[config.mk]
export PLATFORM = sky130hd
export DESIGN_NAME = swc_ctrl
export DESIGN_NICKNAME = d
export VERILOG_FILES = /design/src/rtl/core/swc_pkg.sv /design/src/rtl/core/swc_ctrl.sv
export SDC_FILE = /design/constraint.sdc
export NUM_CORES = 1
export LEC_CHECK = 0
export BUFFER_PORTS_ARGS = -buffer_cell sky130_fd_sc_hd__buf_2
export CORE_ASPECT_RATIO = 1.2
export CORE_UTILIZATION = 32
export DETAILED_ROUTE_END_ITERATION = 6
export GPL_TIMING_DRIVEN = 1
export MAX_ROUTING_LAYER = met4
export PLACE_DENSITY_LB_ADDON = 0.2
export REMOVE_ABC_BUFFERS = 1
export SETUP_SLACK_MARGIN = 0.3
export SLEW_MARGIN = 5
export SYNTH_ARGS = -nofsm -noshare
export SYNTH_HDL_FRONTEND = slang
export SYNTH_SLANG_ARGS = --single-unit
[constraint.sdc]
create_clock -name i_clk -period 8.2 [get_ports i_clk]
set_clock_uncertainty 0.1 [all_clocks]
set_input_delay 2.46 -clock i_clk [delete_from_list [all_inputs] [get_ports i_clk]]
set_output_delay 2.46 -clock i_clk [all_outputs]
set_load 0.05 [all_outputs]
[src/rtl/core/swc_pkg.sv]
// ----------------------------------------------------------------------------
// swc_pkg
// Shared types and constants for the staircase ways counter.
// ----------------------------------------------------------------------------
package swc_pkg;

    localparam int NUM_STEP_REGS = 7;
    localparam int STEP_W        = 10;
    localparam int HEIGHT_W      = 10;
    localparam int COUNT_W       = 64;
    localparam int NSTEPS_W      = 3;
    localparam int CFG_IDX_W     = 4;
    localparam int CFG_DATA_W    = 10;

    // configuration register indexes
    localparam logic [CFG_IDX_W-1:0] REG_NUM_STEPS  = 4'd0;
    localparam logic [CFG_IDX_W-1:0] REG_STEP_FIRST = 4'd1;
    localparam logic [CFG_IDX_W-1:0] REG_STEP_LAST  = 4'd7;

    typedef logic [NUM_STEP_REGS-1:0][STEP_W-1:0] t_step_arr;

    // one table entry: saturated count plus sticky overflow
    typedef struct packed {
        logic               ovf;
        logic [COUNT_W-1:0] cnt;
    } t_entry;

    typedef struct packed {
        logic clr;
        logic add_one;
        logic add_mem;
    } t_acc_ctl;

    typedef enum logic [2:0] {
        ST_IDLE,
        ST_CHECK,
        ST_STEP,
        ST_ADD,
        ST_WRITE,
        ST_RESP
    } t_state;

endpackage

[src/rtl/core/swc_ctrl.sv]
// ----------------------------------------------------------------------------
// swc_ctrl
// Sequencer: extends the ways table one height at a time, walking the step
// list per entry, then reads the requested entry out.
// ----------------------------------------------------------------------------
module swc_ctrl #(
    parameter int MAX_HEIGHT = 1024,
    parameter int MAX_STEPS  = 7
) (
    input  logic                              i_clk,
    input  logic                              i_rst_n,
    input  logic                              i_cfg_clear,
    input  logic [swc_pkg::NSTEPS_W-1:0]      i_num_steps,
    input  swc_pkg::t_step_arr                i_step_size,
    input  logic                              i_in_valid,
    output logic                              o_in_ready,
    input  logic [swc_pkg::HEIGHT_W-1:0]      i_target_height,
    input  logic                              i_out_free,
    output logic                              o_out_load,
    output logic                              o_out_zero,
    output swc_pkg::t_acc_ctl                 o_acc_ctl,
    output logic                              o_rd_en,
    output logic [$clog2(MAX_HEIGHT)-1:0]     o_rd_addr,
    output logic                              o_wr_en,
    output logic [$clog2(MAX_HEIGHT)-1:0]     o_wr_addr
);
    import swc_pkg::*;

    localparam int AW = $clog2(MAX_HEIGHT);
    localparam int FW = $clog2(MAX_HEIGHT + 1);
    localparam int CW = ((FW > HEIGHT_W) ? FW : HEIGHT_W) + 1;

    t_state                r_state;
    t_state                n_state;
    logic [HEIGHT_W-1:0]   r_n;
    logic [FW-1:0]         r_filled;
    logic [NSTEPS_W-1:0]   r_idx;
    logic                  r_zero;

    logic [NSTEPS_W-1:0]   cnt_clip;
    logic [STEP_W-1:0]     step;
    logic [CW-1:0]         n_ext;
    logic [CW-1:0]         h_ext;
    logic [CW-1:0]         s_ext;
    logic [CW-1:0]         diff;
    logic                  out_range;
    logic                  have;
    logic                  idx_done;
    logic                  s_skip;
    logic                  s_hit;

    always_comb begin
        cnt_clip  = (i_num_steps > NSTEPS_W'(MAX_STEPS)) ? NSTEPS_W'(MAX_STEPS)
                                                         : i_num_steps;
        step      = i_step_size[r_idx];
        n_ext     = CW'(r_n);
        h_ext     = CW'(r_filled);   // entry under construction
        s_ext     = CW'(step);
        diff      = h_ext - s_ext;
        out_range = n_ext >= CW'(MAX_HEIGHT);
        have      = h_ext > n_ext;
        idx_done  = r_idx >= cnt_clip;
        s_skip    = (step == '0) || (s_ext > h_ext);
        s_hit     = s_ext == h_ext;
    end

    // next state
    always_comb begin
        n_state = r_state;
        case (r_state)
            ST_IDLE: begin
                if (i_in_valid) n_state = ST_CHECK;
            end
            ST_CHECK: begin
                n_state = (out_range || have) ? ST_RESP : ST_STEP;
            end
            ST_STEP: begin
                if (idx_done) begin
                    n_state = ST_WRITE;
                end else if (!s_skip && !s_hit) begin
                    n_state = ST_ADD;
                end
            end
            ST_ADD:   n_state = ST_STEP;
            ST_WRITE: n_state = ST_CHECK;
            ST_RESP: begin
                if (i_out_free) n_state = ST_IDLE;
            end
            default:  n_state = ST_IDLE;
        endcase
    end

    // outputs
    always_comb begin
        o_in_ready = 1'b0;
        o_out_load = 1'b0;
        o_acc_ctl  = '0;
        o_rd_en    = 1'b0;
        o_rd_addr  = n_ext[AW-1:0];
        o_wr_en    = 1'b0;
        o_wr_addr  = h_ext[AW-1:0];
        case (r_state)
            ST_IDLE: o_in_ready = 1'b1;
            ST_CHECK: begin
                o_rd_en       = have && !out_range;
                o_acc_ctl.clr = !(have || out_range);
            end
            ST_STEP: begin
                if (!idx_done && s_hit) begin
                    o_acc_ctl.add_one = 1'b1;
                end else if (!idx_done && !s_skip) begin
                    o_rd_en   = 1'b1;
                    o_rd_addr = diff[AW-1:0];
                end
            end
            ST_ADD:   o_acc_ctl.add_mem = 1'b1;
            ST_WRITE: o_wr_en = 1'b1;
            ST_RESP:  o_out_load = i_out_free;
            default: begin
            end
        endcase
    end

    always_ff @(posedge i_clk) begin
        if (!i_rst_n) begin
            r_state  <= ST_IDLE;
            r_filled <= '0;
            r_idx    <= '0;
        end else begin
            r_state <= n_state;
            if (i_cfg_clear) begin
                r_filled <= '0;
            end else if (r_state == ST_WRITE) begin
                r_filled <= r_filled + FW'(1);
            end
            if (r_state == ST_CHECK) begin
                r_idx <= '0;
            end else if ((r_state == ST_ADD) ||
                         (r_state == ST_STEP && !idx_done && (s_skip || s_hit))) begin
                r_idx <= r_idx + NSTEPS_W'(1);
            end
        end
    end

    always_ff @(posedge i_clk) begin
        if (r_state == ST_IDLE && i_in_valid) begin
            r_n <= i_target_height;
        end
        if (r_state == ST_CHECK) begin
            r_zero <= out_range;
        end
    end

    assign o_out_zero = r_zero;

endmodule

==> results.json <==
{
  "synth-warning-count": 0,
  "grt_setup_unrepaired": "no",
  "outcome": "complete, no violations",
  "worst_reg2reg_path_depth": 12,
  "grt_pass1_wl_um": 13600,
  "cts_tree": "yes",
  "worst_slack_ns": 0.432,
  "post_cts.repair.setup_buffers": 0,
  "worst_setup_path_endpoint": "o_rd_addr[8]",
  "mappedNetlistArea_sq_mm": 0.00297,
  "critical_path_arrival_ns": 5.21,
  "clkTransAtPathRegs_ns": 0.10,
  "type_of_the_setup_path_with_the_least_slack": "in -> out",
  "start_util": 0.329,
  "clockBufferDepth": 2,
  "min_path_cells": 2,
  "area.growth.synth_to_final_pct": 25.9,
  "netlist.area_leader.share": 0.143,
  "dp_cells": 561,
  "antenna_found_initial": 0,
  "slew_of_the_pin_with_the_lowest_slew_margin_ns": 0.824,
  "wirelength_um": 8540,
  "post_synth_inst_count": 347,
  "cp_max_fo": 6,
  "sequential_element_share_of_the_synthesized_area": 0.215,
  "top_achievable_clock_speed_ghz": 0.129,
  "fill_cells": 933,
  "ctsHoldBuffers": 0,
  "critical_path.reg2reg.startpoint": "r_idx[0]$_SDFFE_PP0P_",
  "post_route_cells_drive_above_1_share": 0.323,
  "post_synth_edffs": 10,
  "latest_clock_arrival_within_the_worst_skew_pair_ns": 0.28,
  "portBuffers": 114,
  "nets": 570,
  "slew_viol_final": 0,
  "die_area_sq_mm": 0.00968,
  "multi_input_area_sq_mm": 0.00211,
  "number_of_storage_elements_in_the_synthesis_netlist": 27,
  "insertedDiodeCount": 0,
  "globalRoute.totalOverflow": 0,
  "ys_async_sr_fraction": 0,
  "synth_top_cells_by_area": "sky130_fd_sc_hd__ha_1 (14%), sky130_fd_sc_hd__dfxtp_1 (11%), sky130_fd_sc_hd__mux2i_1 (11%)",
  "critical_path.startpoint_type": "input pin",
  "power_per_cell_area_mw_per_mm2": 122,
  "timing.reg2reg.setup_slack_ns": 4.53,
  "period_minus_slack_ns": 7.77,
  "fin_crit_sh": 0.947,
  "viasPerCell": 5.03,
  "final_cells": 566,
  "core_area_sq_mm": 0.00903,
  "finalSetupViolCount": 0,
  "dominantRegCellSynth": "sky130_fd_sc_hd__dfxtp_1",
  "timing.rr.end": "r_idx[2]$_SDFFE_PP0P_",
  "globalplace.congestion": 1.00,
  "drt_pass1_iterations": 4,
  "worst_slew_margin_rel": 0.450,
  "critical_path.startpoint": "i_step_size[64]",
  "hpwlAfterDp_um": 7120,
  "required_ns": 5.64,
  "cts_inserted_buffers": 3,
  "cell_with_the_most_instances_after_synthesis": "sky130_fd_sc_hd__inv_1",
  "max-cap-violations": 0,
  "netlist_top_cells_count": "sky130_fd_sc_hd__inv_1 (38), sky130_fd_sc_hd__ha_1 (34), sky130_fd_sc_hd__mux2i_1 (32)",
  "detail_route.iter0.violations": 142,
  "vias": 2849,
  "leakage_power_of_the_design_uw": 0.00172,
  "pre_cts_slack_ns": 0.255,
  "io-pin-count": 116,
  "final-hold-violation-count": 0,
  "worst_hold_path_type": "reg -> reg",
  "register_area_sq_um": 641,
  "clkSinkCount": 27,
  "synth.avg_cell_area_sq_um": 8.57,
  "fp-row-count": 38,
  "chipWidth_um": 90.0,
  "remaining_drc_errors": 0,
  "setup.worst_path.end_class": "primary output",
  "cts_root_buf": "sky130_fd_sc_hd__clkbuf_8",
  "cts.htree.levels": 1,
  "largest_net_degree_at_the_start_of_global_routing": 19,
  "synth_top_cell_by_area": "sky130_fd_sc_hd__ha_1",
  "gr-usage-all-layers": 0.179,
  "ir_drop_mv": 0.0714,
  "first_global_vias": 2784,
  "die-height_um": 108,
  "routed_wire_length_per_instance_um": 15.1,
  "drtAntennaViolNets": 0,
  "post_synth_num_cell_types": 57
}
registers in the layout, summed over array words and instances, names as in the netlist:
register,cells
r_filled,11
r_idx,3
r_n,10
r_state,3
area by class of cell:
class | instances | share of cell area
inverters | 39 | 0.0391
clock buffers | 3 | 0.0110
flip-flops and latches | 27 | 0.171
multi-input cells | 258 | 0.564
clock inverters | 1 | 0.00134
repair buffers | 118 | 0.173
well taps | 120 | 0.0401
routing by layer:
layer	routed length [um]	track usage
met1	3650	0.211
met2	4230	0.320
met3	538	0.0311
met4	118	0.0415
met5	0	-
how the worst min path moves through the flow:
stage,start,endpoint,slack (ns)
detailed placement,r_idx[2]$_SDFFE_PP0P_,r_idx[2]$_SDFFE_PP0P_,0.47
global route,r_idx[2]$_SDFFE_PP0P_,r_idx[2]$_SDFFE_PP0P_,0.51
global placement,r_idx[2]$_SDFFE_PP0P_,r_idx[2]$_SDFFE_PP0P_,0.47
CTS,r_idx[2]$_SDFFE_PP0P_,r_idx[2]$_SDFFE_PP0P_,0.49
finish,r_idx[2]$_SDFFE_PP0P_,r_idx[2]$_SDFFE_PP0P_,0.47
floorplan,r_idx[2]$_SDFFE_PP0P_,r_idx[2]$_SDFFE_PP0P_,0.41
power by group:
| group | leakage, uW | internal [uW] | total [uW] | switching [uW] |
|---|---|---|---|---|
| sequential | 0.000232 | 150 | 160 | 10.1 |
| clock | 0.0000255 | 34.1 | 79.5 | 45.3 |
| combinational | 0.00147 | 86.0 | 216 | 130 |
| total | 0.00172 | 270 | 456 | 186 |
worst max-delay path, stage by stage:
cell	delay [ns]
sky130_fd_sc_hd__buf_2	0.09
sky130_fd_sc_hd__mux2_1	0.28
sky130_fd_sc_hd__a221o_1	0.37
sky130_fd_sc_hd__nand2_1	0.11
sky130_fd_sc_hd__inv_1	0.06
sky130_fd_sc_hd__ha_2	0.30
sky130_fd_sc_hd__a21o_1	0.18
sky130_fd_sc_hd__nand3_1	0.07
sky130_fd_sc_hd__a21oi_1	0.09
sky130_fd_sc_hd__or2_4	0.28
sky130_fd_sc_hd__nor3_4	0.26
sky130_fd_sc_hd__buf_6	0.20
sky130_fd_sc_hd__mux2i_2	0.26
sky130_fd_sc_hd__buf_6	0.19
per-stage QoR:
step | total power, uW | utilization | setup TNS [ns] | cell area, sq um | hold WS [ns]
3_3_place_gp | 360 | 0.395 | 0 | 3560 | 0.465
2_1_floorplan | 299 | - | -5.32 | 2820 | 0.412
5_1_grt | 487 | 0.414 | 0 | 3740 | 0.510
4_1_cts | 444 | 0.402 | 0 | 3630 | 0.486
3_5_place_dp | 362 | 0.395 | 0 | 3560 | 0.473
6_report | 456 | 0.414 | 0 | 3740 | 0.471
cell usage in the layout, fill, tap and decap left out, drive strengths merged, types with 2 or more instances in the layout:
| cell | Yosys | layout |
|---|---|---|
| a31oi | 2 | 2 |
| a221o | 6 | 6 |
| mux4 | 2 | 2 |
| nand4 | 7 | 7 |
| nor4 | 2 | 2 |
| ha | 34 | 34 |
| and2 | 2 | 2 |
| o21a | 3 | 3 |
| nor2b | 7 | 7 |
| buf | 18 | 118 |
| edfxtp | 10 | 10 |
| clkbuf | 5 | 3 |
| a21oi | 12 | 12 |
| a21o | 8 | 8 |
| nor3 | 7 | 7 |
| inv | 39 | 39 |
| o31ai | 3 | 3 |
| nand2b | 2 | 2 |
| o2bb2ai | 3 | 3 |
| nand3 | 10 | 10 |
| mux2 | 7 | 7 |
| nand2 | 19 | 19 |
| xor2 | 8 | 8 |
| nor2 | 26 | 26 |
| o41ai | 2 | 2 |
| a22oi | 10 | 10 |
| mux2i | 32 | 32 |
| nor3b | 2 | 2 |
| o22ai | 2 | 2 |
| o21ai | 13 | 13 |
| xnor2 | 10 | 10 |
| and3 | 3 | 3 |
| dfxtp | 17 | 17 |
cell families after synthesis:
group	share of synthesized area
AO/OA/AOI/OAI	0.166
XOR/XNOR	0.0530
adder cells (fa/ha/maj)	0.150
buffers and inverters	0.102
flip-flops	0.215
multiplexers	0.149
other	0.00126
AND/OR/NAND/NOR	0.163
repair_timing:
| action | CTS | global route |
|---|---|---|
| gates resized for setup | 6 | 32 |
| gates cloned | 0 | 1 |
| pin swaps | 0 | 1 |
| endpoints found under the setup margin | 10 | 10 |
| endpoints found under the hold margin | 0 | 0 |
Power figures use the tool's default switching activity.
