--- src/rtl/core/swc_pkg.sv ---
// ----------------------------------------------------------------------------
// swc_pkg
// Shared types and constants for the staircase ways counter.
// ----------------------------------------------------------------------------
package swc_pkg;

    localparam int NUM_STEP_REGS = 7;
    localparam int STEP_W        = 10;
    localparam int HEIGHT_W      = 10;
    localparam int COUNT_W       = 64;
    localparam int NSTEPS_W      = 3;
    localparam int CFG_IDX_W     = 4;
    localparam int CFG_DATA_W    = 10;

    // configuration register indexes
    localparam logic [CFG_IDX_W-1:0] REG_NUM_STEPS  = 4'd0;
    localparam logic [CFG_IDX_W-1:0] REG_STEP_FIRST = 4'd1;
    localparam logic [CFG_IDX_W-1:0] REG_STEP_LAST  = 4'd7;

    typedef logic [NUM_STEP_REGS-1:0][STEP_W-1:0] t_step_arr;

    // one table entry: saturated count plus sticky overflow
    typedef struct packed {
        logic               ovf;
        logic [COUNT_W-1:0] cnt;
    } t_entry;

    typedef struct packed {
        logic clr;
        logic add_one;
        logic add_mem;
    } t_acc_ctl;

    typedef enum logic [2:0] {
        ST_IDLE,
        ST_CHECK,
        ST_STEP,
        ST_ADD,
        ST_WRITE,
        ST_RESP
    } t_state;

endpackage

--- src/rtl/core/swc_acc.sv ---
// ----------------------------------------------------------------------------
// swc_acc
// Shared 64-bit saturating accumulator with sticky overflow.
// ----------------------------------------------------------------------------
module swc_acc (
    input  logic                        i_clk,
    input  swc_pkg::t_acc_ctl           i_ctl,
    input  swc_pkg::t_entry             i_mem,
    output swc_pkg::t_entry             o_acc
);
    import swc_pkg::*;

    logic [COUNT_W-1:0] r_cnt;
    logic               r_ovf;
    logic [COUNT_W-1:0] n_cnt;
    logic               n_ovf;
    logic [COUNT_W-1:0] add_val;
    logic [COUNT_W:0]   sum;

    always_comb begin
        add_val = i_ctl.add_one ? COUNT_W'(1) : i_mem.cnt;
        sum     = {1'b0, r_cnt} + {1'b0, add_val};
        n_cnt   = r_cnt;
        n_ovf   = r_ovf;
        if (i_ctl.clr) begin
            n_cnt = '0;
            n_ovf = 1'b0;
        end else if (i_ctl.add_one || i_ctl.add_mem) begin
            n_cnt = sum[COUNT_W] ? '1 : sum[COUNT_W-1:0];
            n_ovf = r_ovf | sum[COUNT_W] | (i_ctl.add_mem & i_mem.ovf);
        end
    end

    always_ff @(posedge i_clk) begin
        r_cnt <= n_cnt;
        r_ovf <= n_ovf;
    end

    assign o_acc.cnt = r_cnt;
    assign o_acc.ovf = r_ovf;

endmodule

--- config.mk ---
export PLATFORM = sky130hd
export DESIGN_NAME = swc_acc
export DESIGN_NICKNAME = d
export VERILOG_FILES = /design/src/rtl/core/swc_pkg.sv /design/src/rtl/core/swc_acc.sv
export SDC_FILE = /design/constraint.sdc
export NUM_CORES = 1
export LEC_CHECK = 0
export BUFFER_PORTS_ARGS = -buffer_cell sky130_fd_sc_hd__buf_2
export CORE_AREA = 2 2 152 184
export DETAILED_ROUTE_END_ITERATION = 10
export DIE_AREA = 0 0 154 186
export PLACE_DENSITY = 0.48
export SLEW_MARGIN = 10
export SYNTH_ARGS = -nofsm -noshare
export SYNTH_HDL_FRONTEND = slang
export SYNTH_SLANG_ARGS = --single-unit
--- constraint.sdc ---
create_clock -name i_clk -period 5.45 [get_ports i_clk]
set_clock_uncertainty 0.1 [all_clocks]
set_input_delay 1.09 -clock i_clk [delete_from_list [all_inputs] [get_ports i_clk]]
set_output_delay 1.09 -clock i_clk [all_outputs]
set_load 0.02 [all_outputs]
==> results of run 1 <==
power by group through the flow:
stage	logic, mW	clock network, mW	registers (mW)
after floorplan	0.676	0	0.717
after global placement	1.06	0	0.641
after detailed placement	1.06	0	0.641
after CTS	1.07	0.556	0.631
after global routing	1.17	0.575	0.642
final	1.06	0.540	0.629
cells by family after synthesis:
kind of cell / share of synthesized area, %
adder cells (fa/ha/maj): 12.4
AO/OA/AOI/OAI: 32.4
AND/OR/NAND/NOR: 23.1
XOR/XNOR: 7.93
flip-flops: 19.6
multiplexers: 0.226
buffers and inverters: 4.36
final cells by class:
cell class,count,share of cell area (%)
Multi-Input combinational cell,738,64.3
Sequential cell,65,16.6
Timing Repair Buffer,144,9.71
Tap cell,340,5.43
Clock buffer,12,3.14
Inverter,15,0.718
Clock inverter,1,0.0639
metrics by stage:
step                      hold slack, ps  worst slack, ps  instances
after global placement               380              409       1302
after CTS                            371              729       1315
after global routing                 414              476       1315
final                                369              713       1315
after detailed placement             356              397       1302
after floorplan                      342              852        873
cell usage in the layout (no fill, tap or decap), drive strengths merged, types with 4 or more instances in the layout:
cell type	Yosys	routed
xnor2	33	33
a31oi	9	9
a2111oi	4	4
nand2b	5	5
ha	64	64
a21boi	4	4
or2	5	5
buf	17	144
o21ai	46	46
inv	15	15
o21a	14	14
dfxtp	65	65
o21bai	16	16
a21o	37	37
a21oi	75	75
nor2	110	110
nor3	17	17
a311oi	33	33
nand2	60	60
xor2	27	27
o22ai	9	9
nor2b	69	69
nand3	11	11
clkbuf	38	12
o211ai	4	4
a211oi	24	24
nand4	18	18
or3	4	4
and2	7	7
and3	6	6
routing by layer:
| metal | track usage [%] | part of all wire [%] | vias to the layer above |
|---|---|---|---|
| met5 | 0 | 0 | - |
| met4 | 4.56 | 1.5 | 0 |
| met3 | 2.12 | 4.2 | 19 |
| met2 | 29.3 | 51 | 141 |
| met1 | 19.1 | 43 | 3118 |
| li1 | - | - | 3393 |
worst register-to-register path, cell delays in order, from the launching register on:
cell and delay, ps:
dfxtp_1 330, ha_1 410, a21oi_1 240, o21ai_1 140, or2_2 350, a2111oi_4 460, o21ai_2 180, a21oi_2 350
o21ai_2 140, a31oi_1 340, mux2_4 350, a2111oi_2 330
state kept, by name (all words and copies together) (netlist names):
register,flops
r_cnt,64
r_ovf,1
worst min path at each step:
stage | cells after the start | from | endpoint
final | 2 | r_ovf | r_ovf
after global routing | 2 | r_ovf | r_ovf
after CTS | 2 | r_ovf | r_ovf
after detailed placement | 2 | r_ovf | r_ovf
after global placement | 2 | r_ovf | r_ovf
after floorplan | 2 | r_ovf | r_ovf
==> summary.md, run 1 <==
| Metric | Value |
|---|---|
| Drt pass-1 iters | `5` |
| Number of antenna violations at the first check in global routing | `0` |
| TritonCTS Buffers | `9` |
| Post-synthesis cell area | `6630 sq um` |
| Final min period | `4740 ps` |
| Peak VDD IR | `0.000142 V` |
| Longest Clk Path Bufs | `2` |
| GRT Total Usage | `15.9%` |
| HPWL after DPL | `18000 um` |
| Worst-margin pin slew | `829 ps` |
| Fin. Hold Viols | `0` |
| P_int | `1.28 mW` |
| Register area | `1300 sq um` |
| RSZ-0062 raised after global routing | `false` |
| DIE AREA | `28600 sq um` |
| Leading area contributor after synthesis | `dfxtp_1` |
| Width of the die | `154 um` |
| Critical path class | `input pin to flop` |
| Starting density of the core | `24.7%` |
| Final setup TNS | `0 ps` |
| Mapped Cells | `873` |
| Number of remaining DRC errors | `0` |
| Drt first-iter violations | `349` |
| Crit end category | `flop` |
| Worst path arrival time | `4880 ps` |
| Post-Syn Nets | `1007` |
| Max-cap viol count | `0` |
| Vias per cell | `5.07` |
| Sw frac | `42.8%` |
| Worst Reg-to-Reg Cells | `11` |
| Critical Path Source | `i_ctl[1]` |
| Comb power frac | `47.6%` |
| Number of flops mapped to enable cells by yosys | `0` |
| Buf/Inv on CP | `1` |
| Required @ worst endpoint | `5590 ps` |
| Row count | `66` |
| Register area share after synthesis | `19.6%` |
| Final instance area | `7840 sq um` |
| Sequential share of power | `28.2%` |
| Outcome | `completed` |
| Die H | `186 um` |
| Hold Crit Class | `flop to flop` |
| CP Depth | `13` |
| NetSw | `0.955 mW` |
| RR Endpoint | `r_cnt[59]` |
| Root buf cell | `clkbuf_16` |
| Most used cell, CP | `o21ai_2` |
| CTS tree | `yes` |
| Hold_buf cts | `0` |
| Most common cell in the netlist | `nor2_1` |
| Worst path cell trace | `buf_2 > nor2b_1 > ha_1 > a21oi_1 > o21ai_1 > or2_2 > a2111oi_4 > o21ai_2 > a21oi_2 > o21ai_2 > a31oi_1 > mux2_4 > a2111oi_2` |
| Reg2reg setup slack | `1640 ps` |
| CTS resizes | `0` |
| CP Max Fanout | `23` |
| Share of cells above drive strength 1 | `19.4%` |
| Library cells used by synthesis | `65` |
| Fill count | `2938` |
| Postcts setup bufs | `0` |
| Vias in the first global route | `6497` |
| Slew headroom | `44.7%` |
| Delay-heaviest family, CP | `compound AO/OA/AOI/OAI gates` |
| RePlAce Congestion | `0.869` |
| Average size of a mapped cell | `7.59 sq um` |
| Antenna diodes | `0` |
| Multi-input logic area | `5040 sq um` |
| DP Area | `7590 sq um` |
| CTS sink count | `65` |
| Nets | `1107` |
| Critical Path Source Type | `input pin` |
| Area Growth Syn to Fin | `18.2%` |
| Slew Viols, Final | `0` |
| H-tree levels | `3` |
| Syn. warnings | `0` |
| Crit path largest cell delay | `450 ps` |
| Top cells by count, synth | `nor2_1 (109), a21oi_1 (72), nor2b_1 (69), dfxtp_1 (65), ha_1 (64)` |
| Core ar. | `26800 sq um` |
| Asr flop ratio synth | `0%` |
| Leak | `3.60 nW` |
| Achievable Freq | `211 MHz` |
| Clock network fraction of total power | `24.2%` |
| I/O pin total | `134` |
| Worst r2r src | `r_cnt[18]` |
| Via Count | `6671` |
| Cell Pwr Density | `285 nW/um^2` |
| Grt total ovfl | `0` |
| CP endpoint | `r_cnt[59]` |
| Largest net degree at the start of global routing | `66` |
| Antenna-violating nets left | `0` |
| Worst-skew pair later-pin latency | `350 ps` |
| Synth top area cells | `dfxtp_1 (20%), ha_1 (12%), nor2b_1 (6.5%)` |
| Tcrit/Tclk final | `86.9%` |
| Post-synth top area share | `19.6%` |
| Crit-path slowest cell | `a2111oi_4` |
| First-pass GRT wire length | `35600 um` |
| Ys flop type | `dfxtp_1` |
| Total power | `2.23 mW` |
| Number of synthesized register bits | `65` |
| Final WL | `23000 um` |
| IO Port Bufs | `133` |
| Final setup viols | `0` |
| Clk slew on worst S/H paths | `50 ps` |
| Routed WL per cell | `17.5 um` |
| Fin util | `29.2%` |
No activity file was read; power rests on OpenSTA's default activity.
==> run 2, diff against run 1 <==
--- a/config.mk
+++ b/config.mk
@@ -5,11 +5,13 @@
 export SDC_FILE = /design/constraint.sdc
 export NUM_CORES = 1
 export LEC_CHECK = 0
+export ABC_AREA = 1
 export BUFFER_PORTS_ARGS = -buffer_cell sky130_fd_sc_hd__buf_2
-export CORE_AREA = 2 2 152 184
+export CORE_AREA = 2 2 177 213
+export CTS_CLUSTER_DIAMETER = 50
 export DETAILED_ROUTE_END_ITERATION = 10
-export DIE_AREA = 0 0 154 186
-export PLACE_DENSITY = 0.48
+export DIE_AREA = 0 0 179 215
+export PLACE_DENSITY = 0.47
 export SLEW_MARGIN = 10
 export SYNTH_ARGS = -nofsm -noshare
 export SYNTH_HDL_FRONTEND = slang
==> run 2 against run 1 <==
Compared with the run above: non-clock buffer count shrank 4; register-to-register slack better by 860 ps; highest routed layer unchanged; critical path type unchanged; die area up 34%; design area up 34%; count of clock-buffer cells in the layout shrank 1; combinational power increased by 14%.
==> summary.md, run 2 <==
| Metric | Value |
|---|---|
| Critical Path Source Type | `input pin` |
| Hold Crit Class | `flop to flop` |
| Fin. Hold Viols | `0` |
| Share of cells above drive strength 1 | `11.2%` |
| Top cells by count, synth | `nand2_1 (661), inv_1 (401), nor2_1 (246), dfxtp_1 (65)` |
| Synth Area in Adders | `9.14%` |
| Final setup viols | `0` |
| Slew headroom | `50.5%` |
| CTS sink count | `65` |
| Slew Viols, Final | `0` |
| Ys flop type | `dfxtp_1` |
| Reg with most FFs | `r_cnt` |
| CP Max Fanout | `23` |
| Starting density of the core | `24.6%` |
| Average size of a mapped cell | `5.07 sq um` |
| GRT Total Usage | `18.8%` |
| Number of synthesized register bits | `65` |
| Antenna-violating nets left | `0` |
| Highest-count cells in the layout ignoring fill and taps | `nand2_1 (661), inv_1 (400), nor2_1 (246), buf_2 (133), dfxtp_1 (65)` |
| I/O pin total | `134` |
| Area Growth Syn to Fin | `17.1%` |
| H-tree levels | `3` |
| Final min period | `4000 ps` |
| Post-synth top area share | `27.6%` |
| Worst-skew pair later-pin latency | `380 ps` |
| Drt first-iter violations | `525` |
| Most common cell in the netlist | `nand2_1` |
| First-pass GRT wire length | `54400 um` |
| Max-cap viol count | `0` |
| Final setup TNS | `0 ps` |
| IO Port Bufs | `133` |
| TritonCTS Buffers | `9` |
| Required @ worst endpoint | `5600 ps` |
| Crit end category | `flop` |
| Width of the die | `179 um` |
| Largest net degree at the start of global routing | `44` |
| Fill count | `4348` |
| Antenna diodes | `0` |
| Leading area contributor after synthesis | `nand2_1` |
| Root buf cell | `clkbuf_16` |
| Library cells used by synthesis | `35` |
| Number of remaining DRC errors | `0` |
| Hold_buf cts | `0` |
| Core ar. | `36500 sq um` |
| Hold EP | `r_ovf` |
| Via Count | `10200` |
| Die H | `215 um` |
| Hold depth | `2` |
| Leading cell type in the layout, fill and taps excluded | `nand2_1` |
| Drt pass-1 iters | `8` |
| Mapped Cells | `1771` |
| Simple-Gate Fraction of Synth Area | `46.9%` |
| Longest Clk Path Bufs | `2` |
| Worst-margin pin slew | `741 ps` |
| Row count | `77` |
| Critical path class | `input pin to flop` |
| Register area share after synthesis | `14.5%` |
| Tcrit/Tclk final | `73.5%` |
| RSZ-0062 raised after global routing | `false` |
| Post-Syn Nets | `1905` |
| Asr flop ratio synth | `0%` |
| Worst r2r src | `r_cnt[0]` |
| Worst hold path startpoint | `r_ovf` |
| RR Endpoint | `r_cnt[29]` |
| Total power | `2.55 mW` |
| CTS resizes | `0` |
| Peak VDD IR | `0.000157 V` |
| DIE AREA | `38500 sq um` |
| RePlAce Congestion | `0.961` |
| Final WL | `36000 um` |
| Reg2reg setup slack | `2500 ps` |
| CTS tree | `yes` |
| HPWL after DPL | `30400 um` |
| Nets | `2030` |
| Post-synthesis cell area | `8980 sq um` |
| Grt total ovfl | `0` |
| Clk slew on worst S/H paths | `60 ps` |
| Worst path arrival time | `4150 ps` |
| Largest register FFs | `64` |
| Outcome | `completed` |
| Leak | `6.66 nW` |
| Mux cell area share after synthesis | `0%` |
| Achievable Freq | `250 MHz` |
| Worst Reg-to-Reg Cells | `15` |
| Syn. warnings | `0` |
| Xor and xnor area share after synthesis | `2.93%` |
| Postcts setup bufs | `0` |
| Routed WL per cell | `15.2 um` |
| Synth Area in Compound Gates | `7.56%` |
| Regs by FF count | `r_cnt x64, r_ovf x1` |
| Vias in the first global route | `10100` |
| Cell Pwr Density | `243 nW/um^2` |
| Number of antenna violations at the first check in global routing | `1` |
| Main combinational cell family by area after synthesis | `simple AND/OR/NAND/NOR gates` |
| Vias per cell | `4.31` |
| Synth top area cells | `nand2_1 (28%), inv_1 (17%), dfxtp_1 (14%)` |
| Number of flops mapped to enable cells by yosys | `0` |
==> run 2: cell count changes in the layout (fill, tap and decap cells not counted), sizes merged, moves of 24 or more <==
cell	delta
nand2	+619
inv	+400
nor2	+146
nor2b	-69
nand3	+53
a21o	-35
a311oi	-33
xor2	-26
a211oi	-24
==> run 2: logic make-up (layout without fill, tap and decap cells) <==
group,Yosys count,after routing
simple gates,1042,1042
xor+xnor,30,30
flops,65,65
fa+ha+maj,65,65
compound gates,125,125
buf+inv,444,574
==> run 2: layout make-up <==
cell class / instances / area, sq um / share of cell area (%)
well taps: 474 / 593 / 5.64
inverters: 418 / 1570 / 15.0
repair buffers: 140 / 731 / 6.95
clock buffers: 11 / 243 / 2.31
clock inverters: 5 / 103 / 0.976
flip-flops and latches: 65 / 1300 / 12.4
multi-input cells: 1262 / 5970 / 56.8
==> run 2: critical path, stage by stage <==
cell and delay [ps]:
buf_2 290, or2_2 370, ha_1 220, fa_1 420
nand2_1 110, nand2_1 80, nand3_1 100, nand2_2 100
nand2_2 80, nand2_2 60, nand2_1 90, nand2_2 110
nand2_2 130, nand2_8 110, nor2_8 290, buf_4 350
a21oi_1 110
==> run 2: stage by stage <==
step / util (%) / instance area [sq um] / setup slack [ps] / instances / hold WS (ps)
floorplan: - / 8980 / 1870 / 1771 / 390
global placement: 27.9 / 10200 / 1050 / 2359 / 406
detailed placement: 27.9 / 10200 / 1050 / 2359 / 411
CTS: 28.8 / 10500 / 1450 / 2375 / 427
global route: 28.8 / 10500 / 1190 / 2375 / 473
finish: 28.8 / 10500 / 1450 / 2375 / 421
==> run 2: worst max path at each step <==
stage	cells past startpoint	slack, ps	endpoint	from
after global routing	17	1190	r_cnt[29]	i_ctl[1]
final	17	1450	r_cnt[29]	i_ctl[1]
after global placement	17	1050	r_cnt[32]	i_ctl[1]
after CTS	17	1450	r_cnt[29]	i_ctl[1]
after floorplan	19	1870	r_cnt[14]	i_ctl[1]
after detailed placement	17	1050	r_cnt[29]	i_ctl[1]
==> run 2: where the power goes <==
part	switching [mW]	internal [mW]	leakage [nW]
Sequential	0.0678	0.554	0.541
Combinational	0.809	0.399	5.96
Clock	0.265	0.459	0.166
Total	1.14	1.41	6.66
==> run 2: per-layer routing <==
layer	GRT usage [%]	routed length (um)
met5	0	0
met2	35.1	18500
met4	7.51	1340
met1	21.1	15000
met3	2.60	1180
