$ cat config.mk
export PLATFORM = sky130hd
export DESIGN_NAME = swc_ram
export DESIGN_NICKNAME = d
export VERILOG_FILES = /design/src/rtl/core/swc_ram.sv
export SDC_FILE = /design/constraint.sdc
export NUM_CORES = 1
export LEC_CHECK = 0
export BUFFER_PORTS_ARGS = -buffer_cell sky130_fd_sc_hd__buf_2
export CAP_MARGIN = 30
export CELL_PAD_IN_SITES_DETAIL_PLACEMENT = 1
export CELL_PAD_IN_SITES_GLOBAL_PLACEMENT = 1
export CORE_ASPECT_RATIO = 1.75
export CORE_MARGIN = 10
export CORE_UTILIZATION = 40
export CTS_CLUSTER_DIAMETER = 120
export CTS_CLUSTER_SIZE = 40
export DETAILED_ROUTE_END_ITERATION = 8
export PLACE_DENSITY_LB_ADDON = 0.1
export RECOVER_POWER = 25
export SLEW_MARGIN = 20
export SYNTH_ARGS = -nofsm -noshare
export SYNTH_HDL_FRONTEND = slang
export SYNTH_SLANG_ARGS = --single-unit
$ cat constraint.sdc
create_clock -name i_clk -period 1.6 [get_ports i_clk]
set_input_delay 0 -clock i_clk [delete_from_list [all_inputs] [get_ports i_clk]]
set_output_delay 0 -clock i_clk [all_outputs]
set_load 0.02 [all_outputs]
$ cat src/rtl/core/swc_ram.sv
// ----------------------------------------------------------------------------
// swc_ram
// Generic single-write, single-read RAM with registered read data.
// ----------------------------------------------------------------------------
module swc_ram #(
    parameter int WIDTH = 8,
    parameter int DEPTH = 16
) (
    input  logic                     i_clk,
    input  logic                     i_wr_en,
    input  logic [$clog2(DEPTH)-1:0] i_wr_addr,
    input  logic [WIDTH-1:0]         i_wr_data,
    input  logic                     i_rd_en,
    input  logic [$clog2(DEPTH)-1:0] i_rd_addr,
    output logic [WIDTH-1:0]         o_rd_data
);

    logic [WIDTH-1:0] r_mem [DEPTH];
    logic [WIDTH-1:0] r_rd_data;

    always_ff @(posedge i_clk) begin
        if (i_wr_en) begin
            r_mem[i_wr_addr] <= i_wr_data;
        end
        // read data holds until the next read
        if (i_rd_en) begin
            r_rd_data <= r_mem[i_rd_addr];
        end
    end

    assign o_rd_data = r_rd_data;

endmodule

==> results of run 1 <==
report_power, final:
part | total (mW) | switching [mW] | internal, mW
clock network | 3.92 | 1.46 | 2.46
logic | 0.413 | 0.238 | 0.175
registers | 4.04 | 0.0223 | 4.02
total | 8.37 | 1.72 | 6.65
per-stage QoR:
stage | utilization (%) | hold WS (ns) | total power [mW] | worst slack [ns]
3_3_place_gp | 44.26 | 0.3862 | 4.506 | 0.06440
6_report | 49.46 | 0.1649 | 8.372 | 0.1030
2_1_floorplan | - | 0.09887 | 4.329 | 0.1071
5_1_grt | 49.46 | 0.1706 | 8.671 | 0.02229
3_5_place_dp | 44.26 | 0.3980 | 4.523 | 0.02666
4_1_cts | 49.65 | 0.1384 | 8.477 | 0.1089
cell type report:
class	count	area (µm²)
clock buffer	18	429.2
clock inverter	14	175.2
fill	1181	6504
multi-input combinational	83	1057
sequential	136	4084
tap	171	214.0
timing repair buffer	58	405.4
how the worst min path moves through the flow:
stage / startpoint / slack [ns] / endpoint / cells past startpoint
after CTS: i_wr_addr[0] / 0.14 / r_mem[4][1] / 3
after detailed placement: i_wr_data[7] / 0.40 / r_mem[4][7] / 1
after global routing: i_wr_addr[0] / 0.17 / r_mem[4][1] / 3
final: i_wr_addr[0] / 0.16 / r_mem[4][5] / 3
after floorplan: i_wr_data[0] / 0.1 / r_mem[0][0] / 0
after global placement: i_wr_data[4] / 0.39 / r_mem[6][4] / 1
worst min-delay path: cells and delay by family:
family        cells  cell delay (ns)
simple gates      1             0.08
buf+inv           2             0.32
flip-flops by register name, summed over array words and instances (netlist names):
signal and count:
r_mem 128, o_rd_data 8
repair_timing:
action,CTS,global route
hold endpoints to repair,136,0
resized for setup,0,0
hold buffers,9,0
setup endpoints to repair,0,0
buffers inserted,0,0
cell usage in the layout, fill, tap and decap left out, types with 2 or more instances in the layout:
cell type	synthesis	layout
nand3b_1	2	2
nand2_1	9	9
clkbuf_16	0	17
inv_6	0	2
clkinv_4	0	5
clkinvlp_4	0	2
nand2b_1	2	2
nor3_1	4	4
bufinv_16	0	3
edfxtp_1	136	136
mux4_1	14	14
dlygate4sd3_1	0	9
a22oi_1	16	16
mux4_2	18	18
clkbuf_1	0	11
buf_2	3	21
buf_12	0	3
nor2_1	13	13
buf_4	1	15
routing by layer:
| layer | up-vias | global-route usage (%) |
|---|---|---|
| li1 | 1122 | - |
| met1 | 1353 | 14.70 |
| met2 | 43 | 23.81 |
| met3 | 7 | 3.597 |
| met4 | 0 | 5.677 |
| met5 | - | 0 |
Yosys cell counts (all sizes together):
master	instances	area (µm²)
mux4	32	773.2
nor2	13	48.80
nand2b	2	12.51
nor3	4	20.02
nand3	1	5.000
edfxtp	136	4084
and2	1	6.260
clkdlybuf4s25	3	30.03
buf	7	56.30
nand2	9	33.78
a22oi	16	120.1
or3b	1	8.760
and2b	1	7.510
nor2b	1	6.260
nand3b	2	15.01
cell families after synthesis:
family	Yosys count
AOI/OAI and AO/OA	16
DFF	136
buffers and inverters	10
muxes	32
and+or+nand+nor	35
==> results.ini, run 1 <==
[run_status]
status=finished clean

[timing]
max_freq_ghz=0.6680
worst_slew_margin_rel_pct=52.15
rsz0062_at_grt=false
tns_ns=0
maxSlewViolCount=0
period_share_pct=93.56
period_needed_ns=1.497
tightest_slew_ns=0.7178
setup_viol=0
hold_viol_final=0
skew_ns=0.009979

[run]
max-cap-violations=0

[clock_tree]
clock_path_buffers=2
cts_tree=yes
clock_latency_ns=0.42
root_buffer=clkbuf_16
clk_pin_slew_ns=0.06
cts.sinks=136
cts_max_level=4
cts_made_buffers=17

[detailed_routing]
route.met2.wl_mm=6.409
via_count=2525
wirelength_mm=11.44
drt_first_pass_iters=4
met3WireLength_um=341
drt-met1-wl_mm=4.564
via_per_inst=5.260
drc=0
dr.first_iter.drc_count=120
antenna_left=0
wl_per_cell_um=23.82
top_layer=met4

[critical_path]
worst-path-max-fanout=1
startpoint_type=flip-flop
crit_chain=mux4_1 > a22oi_1 > nand2_1
r2r-start=r_mem[1][5]
rr_endpoint=o_rd_data[5]
end_kind=flip-flop
worst-endpoint-required_ns=1.76
r2r_cells=3
cp.arrival_ns=1.66
ff2ff_setup_slack_ns=0.10
critPathTopFamily=multiplexers
path_buf_inv=0
cp-startpoint=r_mem[1][5]
cp.depth=3
cp-endpoint=o_rd_data[5]
path_class=flip-flop to flip-flop
slowest_delay_ns=0.51
crit_slowest_cell=mux4_1

[synth]
syn-num-nets=248
syn-instance-count=229
synth_compound_area_share_pct=2.298
synth-seq-cells=136
synthSimpleGateAreaFrac_pct=3.135
ys_types=18
synth_mux_area_share_pct=14.79
synthAdderAreaFrac_pct=0
synth_top_family_by_area=multiplexers
yosys_warnings=0
synth_xor_area_share_pct=0
seq_area_frac_synth_pct=78.12
syn_area_per_cell_um2=22.83
syn_area_um2=5228

[finish]
instances_no_fill=480
final_area_um2=6365
antenna_cells=0
drive_gt1_share_pct=28.48
finalNetCount=315
syn2layout_area_growth_pct=21.76

[pwr]
p_per_area_nw_per_um2=1315
power_leakage_nw=2.136
vdd_drop_max_mv=0.8667

[floorplanning]
dieArea_um2=18220
start_util_pct=40.62
fp.dieH_um=171.2
fp.dieW_um=106.4
core_um2=12870
io_pins=27
rows=55

[global_route]
grt_usage_pct=13.41
grt_antenna_before_repair=0
grt_start_max_net_pins=33
grt_pass1_vias=2856
grt_pass1_wl_mm=17.49
grt-ovfl-total=0

[placement]
numPortBuffers=26
place_congestion=0.7434
dp_hpwl_mm=7.676
place_area_um2=5695
placedCellCount=439

[worst_hold_path]
hold_class=input pin to flip-flop

Power figures use the tool's default switching activity.
==> run 2, diff against run 1 <==
- SETUP_SLACK_MARGIN: unset -> 0.15
==> run 2 against run 1 <==
  * Die area did not move
  * Sequential share of layout area fell by 0.41 points
  * Fmax rose by 6.2%
  * Cell count rose by 0.21%
  * Register-to-register slack improved by 0.09 ns
  * Flip-flop and latch count did not move
  * Power rose by 0.14%
  * Worst hold slack got worse by 0.0089 ns
  * Non-clock buffer count rose by 1
  * Critical endpoint is now o_rd_data[2]
==> results.ini, run 2 (synthesis results as in run 1) <==
[global_route]
grt_start_max_net_pins=33  ; unchanged
grt_antenna_before_repair=0  ; unchanged
grt_usage_pct=13.12  ; -0.29 points
grt_pass1_vias=2799  ; -2.0%
grt_pass1_wl_mm=17.08  ; -2.3%
grt-ovfl-total=0  ; unchanged

[detailed_routing]
dr.first_iter.drc_count=114  ; -5.0%
wl_per_cell_um=23.40  ; -1.8%
drc=0  ; unchanged
wirelength_mm=11.26  ; -1.6%
drt_first_pass_iters=4  ; unchanged
via_count=2501  ; -0.95%
antenna_left=0  ; unchanged
via_per_inst=5.200  ; -1.2%

[clock_tree]
cts_tree=yes
root_buffer=clkbuf_16
clock_path_buffers=2  ; unchanged
postCtsSetupRepairBufs=0  ; unchanged
cts_max_level=4  ; unchanged
clk_pin_slew_ns=0.06  ; about the same
cts.sinks=136  ; unchanged
cts_made_buffers=17  ; unchanged
clock_latency_ns=0.41  ; about the same

[critical_path]
critPathTopFamily=multiplexers
path_buf_inv=0  ; unchanged
crit_slowest_cell=mux4_2
crit_chain=mux4_2 > a22oi_2 > nand2_1
slowest_delay_ns=0.48  ; -0.03 ns
startpoint_type=flip-flop
end_kind=flip-flop
path_class=flip-flop to flip-flop
cp.arrival_ns=1.56  ; -0.10 ns
worst-path-max-fanout=1  ; unchanged
worst-endpoint-required_ns=1.75  ; about the same

[pwr]
p_sw_mw=1.727  ; +0.35%
p_int_mw=6.657  ; about the same
finalPower_mw=8.384  ; +0.14%
p_per_area_nw_per_um2=1309  ; -0.51%
pwr-share-comb_pct=5.2  ; +0.3 points
clkPwrFrac_pct=46.7  ; about the same
p_seq_share_pct=48.1  ; about the same
switching_share_pct=20.60  ; +0.043 points
vdd_drop_max_mv=0.7438  ; -14%
power_leakage_nw=2.117  ; -0.88%

[floorplanning]
io_pins=27  ; unchanged
dieArea_um2=18220  ; unchanged
fp.dieH_um=171.2  ; unchanged
fp.dieW_um=106.4  ; unchanged
start_util_pct=40.62  ; unchanged
rows=55  ; unchanged
core_um2=12870  ; unchanged

[timing]
period_needed_ns=1.410  ; -0.08738 ns
tightest_slew_ns=0.7222  ; +0.004400 ns
setup_slack_ns=0.1904  ; +0.08738 ns
max_freq_ghz=0.7094  ; +6.2%
worst_slew_margin_rel_pct=51.85  ; -0.29 points
skew_ns=0.006200  ; -0.003779 ns
maxSlewViolCount=0  ; unchanged
setup_viol=0  ; unchanged
period_share_pct=88.10  ; -5.5 points
rsz0062_at_grt=true
tns_ns=0  ; unchanged
hold_viol_final=0  ; unchanged

[finish]
largest_register_ffs=128  ; unchanged
nFillCells=1205  ; +2.0%
layout_commonest_cell=edfxtp_1
syn2layout_area_growth_pct=22.55
postLayoutCoreUtil_pct=49.78  ; +0.32 points
finalNetCount=316  ; +0.32%
final_area_um2=6406  ; +0.65%
regMostFlops=r_mem
mostFrequentLayoutCells=edfxtp_1, mux4_2, buf_2
drive_gt1_share_pct=33.87  ; +5.4 points
antenna_cells=0  ; unchanged

[worst_hold_path]
hold_class=input pin to flip-flop

[placement]
dp_hpwl_mm=7.437  ; -3.1%
numPortBuffers=26  ; unchanged
place_area_um2=5720  ; +0.44%
place_congestion=0.7289  ; -2.0%
pre_cts_slack_ns=0.009842  ; -0.01682 ns

[run_status]
status=finished clean

[run]
max-cap-violations=0  ; unchanged

-- run 2: cell count changes in the layout (fill, tap and decap cells not counted), moves of 4 or more --
cell	previous run	this run
mux4_1	14	7
a22oi_1	16	8
a22oi_2	0	8
mux4_2	18	25
clkinv_4	5	1
-- run 2: area by class of cell --
cell class                      instances  area [µm²]  area share (%)
Sequential cell                       136        4084           63.75
Multi-Input combinational cell         83        1076           16.80
Timing Repair Buffer                   59       431.7           6.738
Clock buffer                           17       425.4           6.641
Tap cell                              171       214.0           3.340
Clock inverter                         15       175.2           2.734
-- run 2: worst min-delay path: stages --
cell	delay (ns)
buf_2	0.15
nor3_2	0.06
buf_4	0.17
-- run 2: power groups by stage --
stage	Clock, mW	Combinational, mW	Sequential (mW)
5_1_grt	4.18	0.479	4.04
6_report	3.91	0.438	4.03
4_1_cts	4.00	0.443	4.03
3_5_place_dp	0	0.418	4.11
2_1_floorplan	0	0.203	4.13
3_3_place_gp	0	0.412	4.10
-- run 2: timing repair --
| item | CTS | global route |
|---|---|---|
| setup endpoints to repair | 5 | 7 |
| pin swaps | 0 | 1 |
| hold buffers | 9 | 0 |
| gates cloned | 0 | 0 |
| hold endpoints to repair | 136 | 0 |
| resized for setup | 5 | 10 |
-- run 2: through the flow --
step                std cells  hold WS (ns)
floorplan                 229       0.09887
global route              481        0.1548
detailed placement        440        0.3742
finish                    481        0.1560
CTS                       481        0.1368
global placement          440        0.3726
-- run 2: path summary, 6_finish.rpt --
kind           startpoint      endpoint  slack [ns]  cells past startpoint
min reg2reg  r_mem[12][1]  o_rd_data[1]        0.74                      3
max           r_mem[2][2]  o_rd_data[2]        0.19                      3
min          i_wr_addr[0]   r_mem[0][2]        0.16                      3
max reg2reg   r_mem[2][2]  o_rd_data[2]        0.19                      3
-- run 2: layer usage --
metal	GRT usage [%]	wire, µm	up-vias
met5	0	0	-
met4	5.322	112	0
met3	3.522	406	6
met2	22.95	6217	69
met1	14.77	4519	1317
li1	-	-	1109
==> run 3, diff against run 2 <==
- CTS_BUF_LIST: unset -> sky130_fd_sc_hd__clkbuf_4 sky130_fd_sc_hd__clkbuf_8
==> run 3 against run 2 <==
  * Setup slack worse by 0.0039 ns
  * Non-clock buffer count stayed put
  * Cell area is 3.0% lower
  * Register-to-register slack hardly changed
  * Critical endpoint is now o_rd_data[7]
  * Clock skew is 0.0053 ns higher
  * First-iteration DRC count is 47% higher
  * Combinational power hardly changed
  * Count of clock-buffer cells in the layout stayed put
  * Fmax is 0.28% lower
  * Global-route usage is 0.36 points lower
==> results.ini, run 3 (synthesis results as in run 1) <==
[timing]
setup_viol=0  ; unchanged
timing.hold.ws_ns=0.1380  ; -0.01795 ns
maxSlewViolCount=0  ; unchanged
worst_slew_margin_rel_pct=50.04  ; -1.8 points
tightest_slew_ns=0.7494  ; +0.02718 ns
period_needed_ns=1.414  ; +0.003889 ns
skew_ns=0.01154  ; +0.005336 ns
hold_viol_final=0  ; unchanged
period_share_pct=88.34  ; +0.24 points
tns_ns=0  ; unchanged
rsz0062_at_grt=true
max_freq_ghz=0.7075  ; -0.28%

[critical_path]
startpoint_type=flip-flop
crit_slowest_cell=mux4_2
worst-endpoint-required_ns=1.78  ; +0.03 ns
worst-path-max-fanout=1  ; unchanged
slowest_delay_ns=0.49  ; about the same
path_class=flip-flop to flip-flop
crit_chain=mux4_2 > a22oi_2 > nand2_1
cp.arrival_ns=1.59  ; +0.03 ns
end_kind=flip-flop

[clock_tree]
cts_max_level=4  ; unchanged
root_buffer=clkbuf_8
cts.sinks=136  ; unchanged
cts_made_buffers=17  ; unchanged
cts_tree=yes
clock_latency_ns=0.43  ; +0.02 ns
postCtsSetupRepairBufs=0  ; unchanged
clk_pin_slew_ns=0.07  ; about the same
clock_path_buffers=2  ; unchanged

[floorplanning]
fp.dieH_um=171.2  ; unchanged
io_pins=27  ; unchanged
rows=55  ; unchanged
core_um2=12870  ; unchanged
fp.dieW_um=106.4  ; unchanged
start_util_pct=40.62  ; unchanged
dieArea_um2=18220  ; unchanged

[finish]
largest_register_ffs=128  ; unchanged
nFillCells=1218  ; +1.1%
drive_gt1_share_pct=32.90  ; -0.97 points
mostFrequentLayoutCells=edfxtp_1, mux4_2, buf_2
syn2layout_area_growth_pct=18.84
layout_commonest_cell=edfxtp_1
finalNetCount=316  ; unchanged
regMostFlops=r_mem
antenna_cells=0  ; unchanged

[placement]
dp_hpwl_mm=7.437  ; unchanged
numPortBuffers=26  ; unchanged
place_congestion=0.7289  ; unchanged

[global_route]
grt_antenna_before_repair=0  ; unchanged
grt-ovfl-total=0  ; unchanged
grt_pass1_wl_mm=16.77  ; -1.8%
met2_usage_pct=22.98  ; +0.027 points
grt_util_met3_pct=3.410  ; -0.11 points
grt_pass1_vias=2776  ; -0.82%
met1_usage_pct=14.23  ; -0.54 points
grt_start_max_net_pins=33  ; unchanged
grt_usage_pct=12.76  ; -0.36 points
busiest_layer=met2

[detailed_routing]
drc=0  ; unchanged
via_per_inst=5.175  ; -0.48%
wl_per_cell_um=23.09  ; -1.4%
antenna_left=0  ; unchanged
drt_first_pass_iters=4  ; unchanged
wirelength_mm=11.10  ; -1.4%
dr.first_iter.drc_count=168  ; +47%
via_count=2489  ; -0.48%

[worst_hold_path]
hold_class=input pin to flip-flop

[pwr]
finalPower_mw=7.320  ; -13%
p_per_area_nw_per_um2=1178  ; -10%
power_leakage_nw=2.031  ; -4.1%
vdd_drop_max_mv=0.5187  ; -30%

[run]
max-cap-violations=0  ; unchanged

[run_status]
status=finished clean

run 3: cell count changes in the layout (fill, tap and decap cells not counted):
cell / previous run / this run
a22oi_2: 8 / 7
clkbuf_1: 9 / 10
clkbuf_8: 0 / 17
a22oi_1: 8 / 9
mux4_1: 7 / 8
buf_2: 20 / 19
clkbuf_16: 17 / 0
mux4_2: 25 / 24
run 3: report_power, final:
part | total, mW | internal (mW) | switching, mW
sequential | 4.03 | 4.01 | 0.0177
combinational | 0.435 | 0.187 | 0.248
clock | 2.86 | 1.54 | 1.31
run 3: stage by stage:
step           instance area [µm²]  utilization, %  instances  setup WS, ns
3_5_place_dp                  5720           44.45        440      0.009842
4_1_cts                       6227           48.39        481        0.1437
5_1_grt                       6212           48.27        481        0.1137
3_3_place_gp                  5720           44.45        440       0.01771
6_report                      6212           48.27        481        0.1865
2_1_floorplan                 5233               -        229        0.2886
run 3: timing repair:
| item | 4_1_cts | 5_1_grt |
|---|---|---|
| pin swaps | 0 | 0 |
| resized for setup | 5 | 8 |
| endpoints found under the setup margin | 5 | 7 |
| hold buffers | 9 | 0 |
| hold endpoints to repair | 136 | 0 |
run 3: cell type report:
type	count	area (µm²)	share of cell area, %
tap	171	214.0	3.444
clock inverter	15	175.2	2.820
clock buffer	17	234.0	3.766
sequential	136	4084	65.74
multi-input combinational	83	1075	17.30
timing repair buffer	59	430.4	6.929
run 3: worst max-delay path: cells and delay by family, from the launching register on:
family / cells / cell delay, ns
flops: 1 / 0.37
mux: 1 / 0.49
compound gates: 1 / 0.24
simple gates: 1 / 0.08
run 3: path summary, 6_finish.rpt:
path                                   start           end  slack, ns  cells after the start
worst max register to register   r_mem[3][7]  o_rd_data[7]       0.19                      3
worst max-delay path             r_mem[3][7]  o_rd_data[7]       0.19                      3
worst min-delay path            i_wr_addr[0]   r_mem[0][7]       0.14                      3
worst min register to register  r_mem[12][1]  o_rd_data[1]       0.75                      3
run 3: routing by layer:
metal	up-vias	share of wire, %
li1	1108	-
met1	1310	41
met2	63	54
met3	8	3.9
met4	0	1.1
met5	-	0
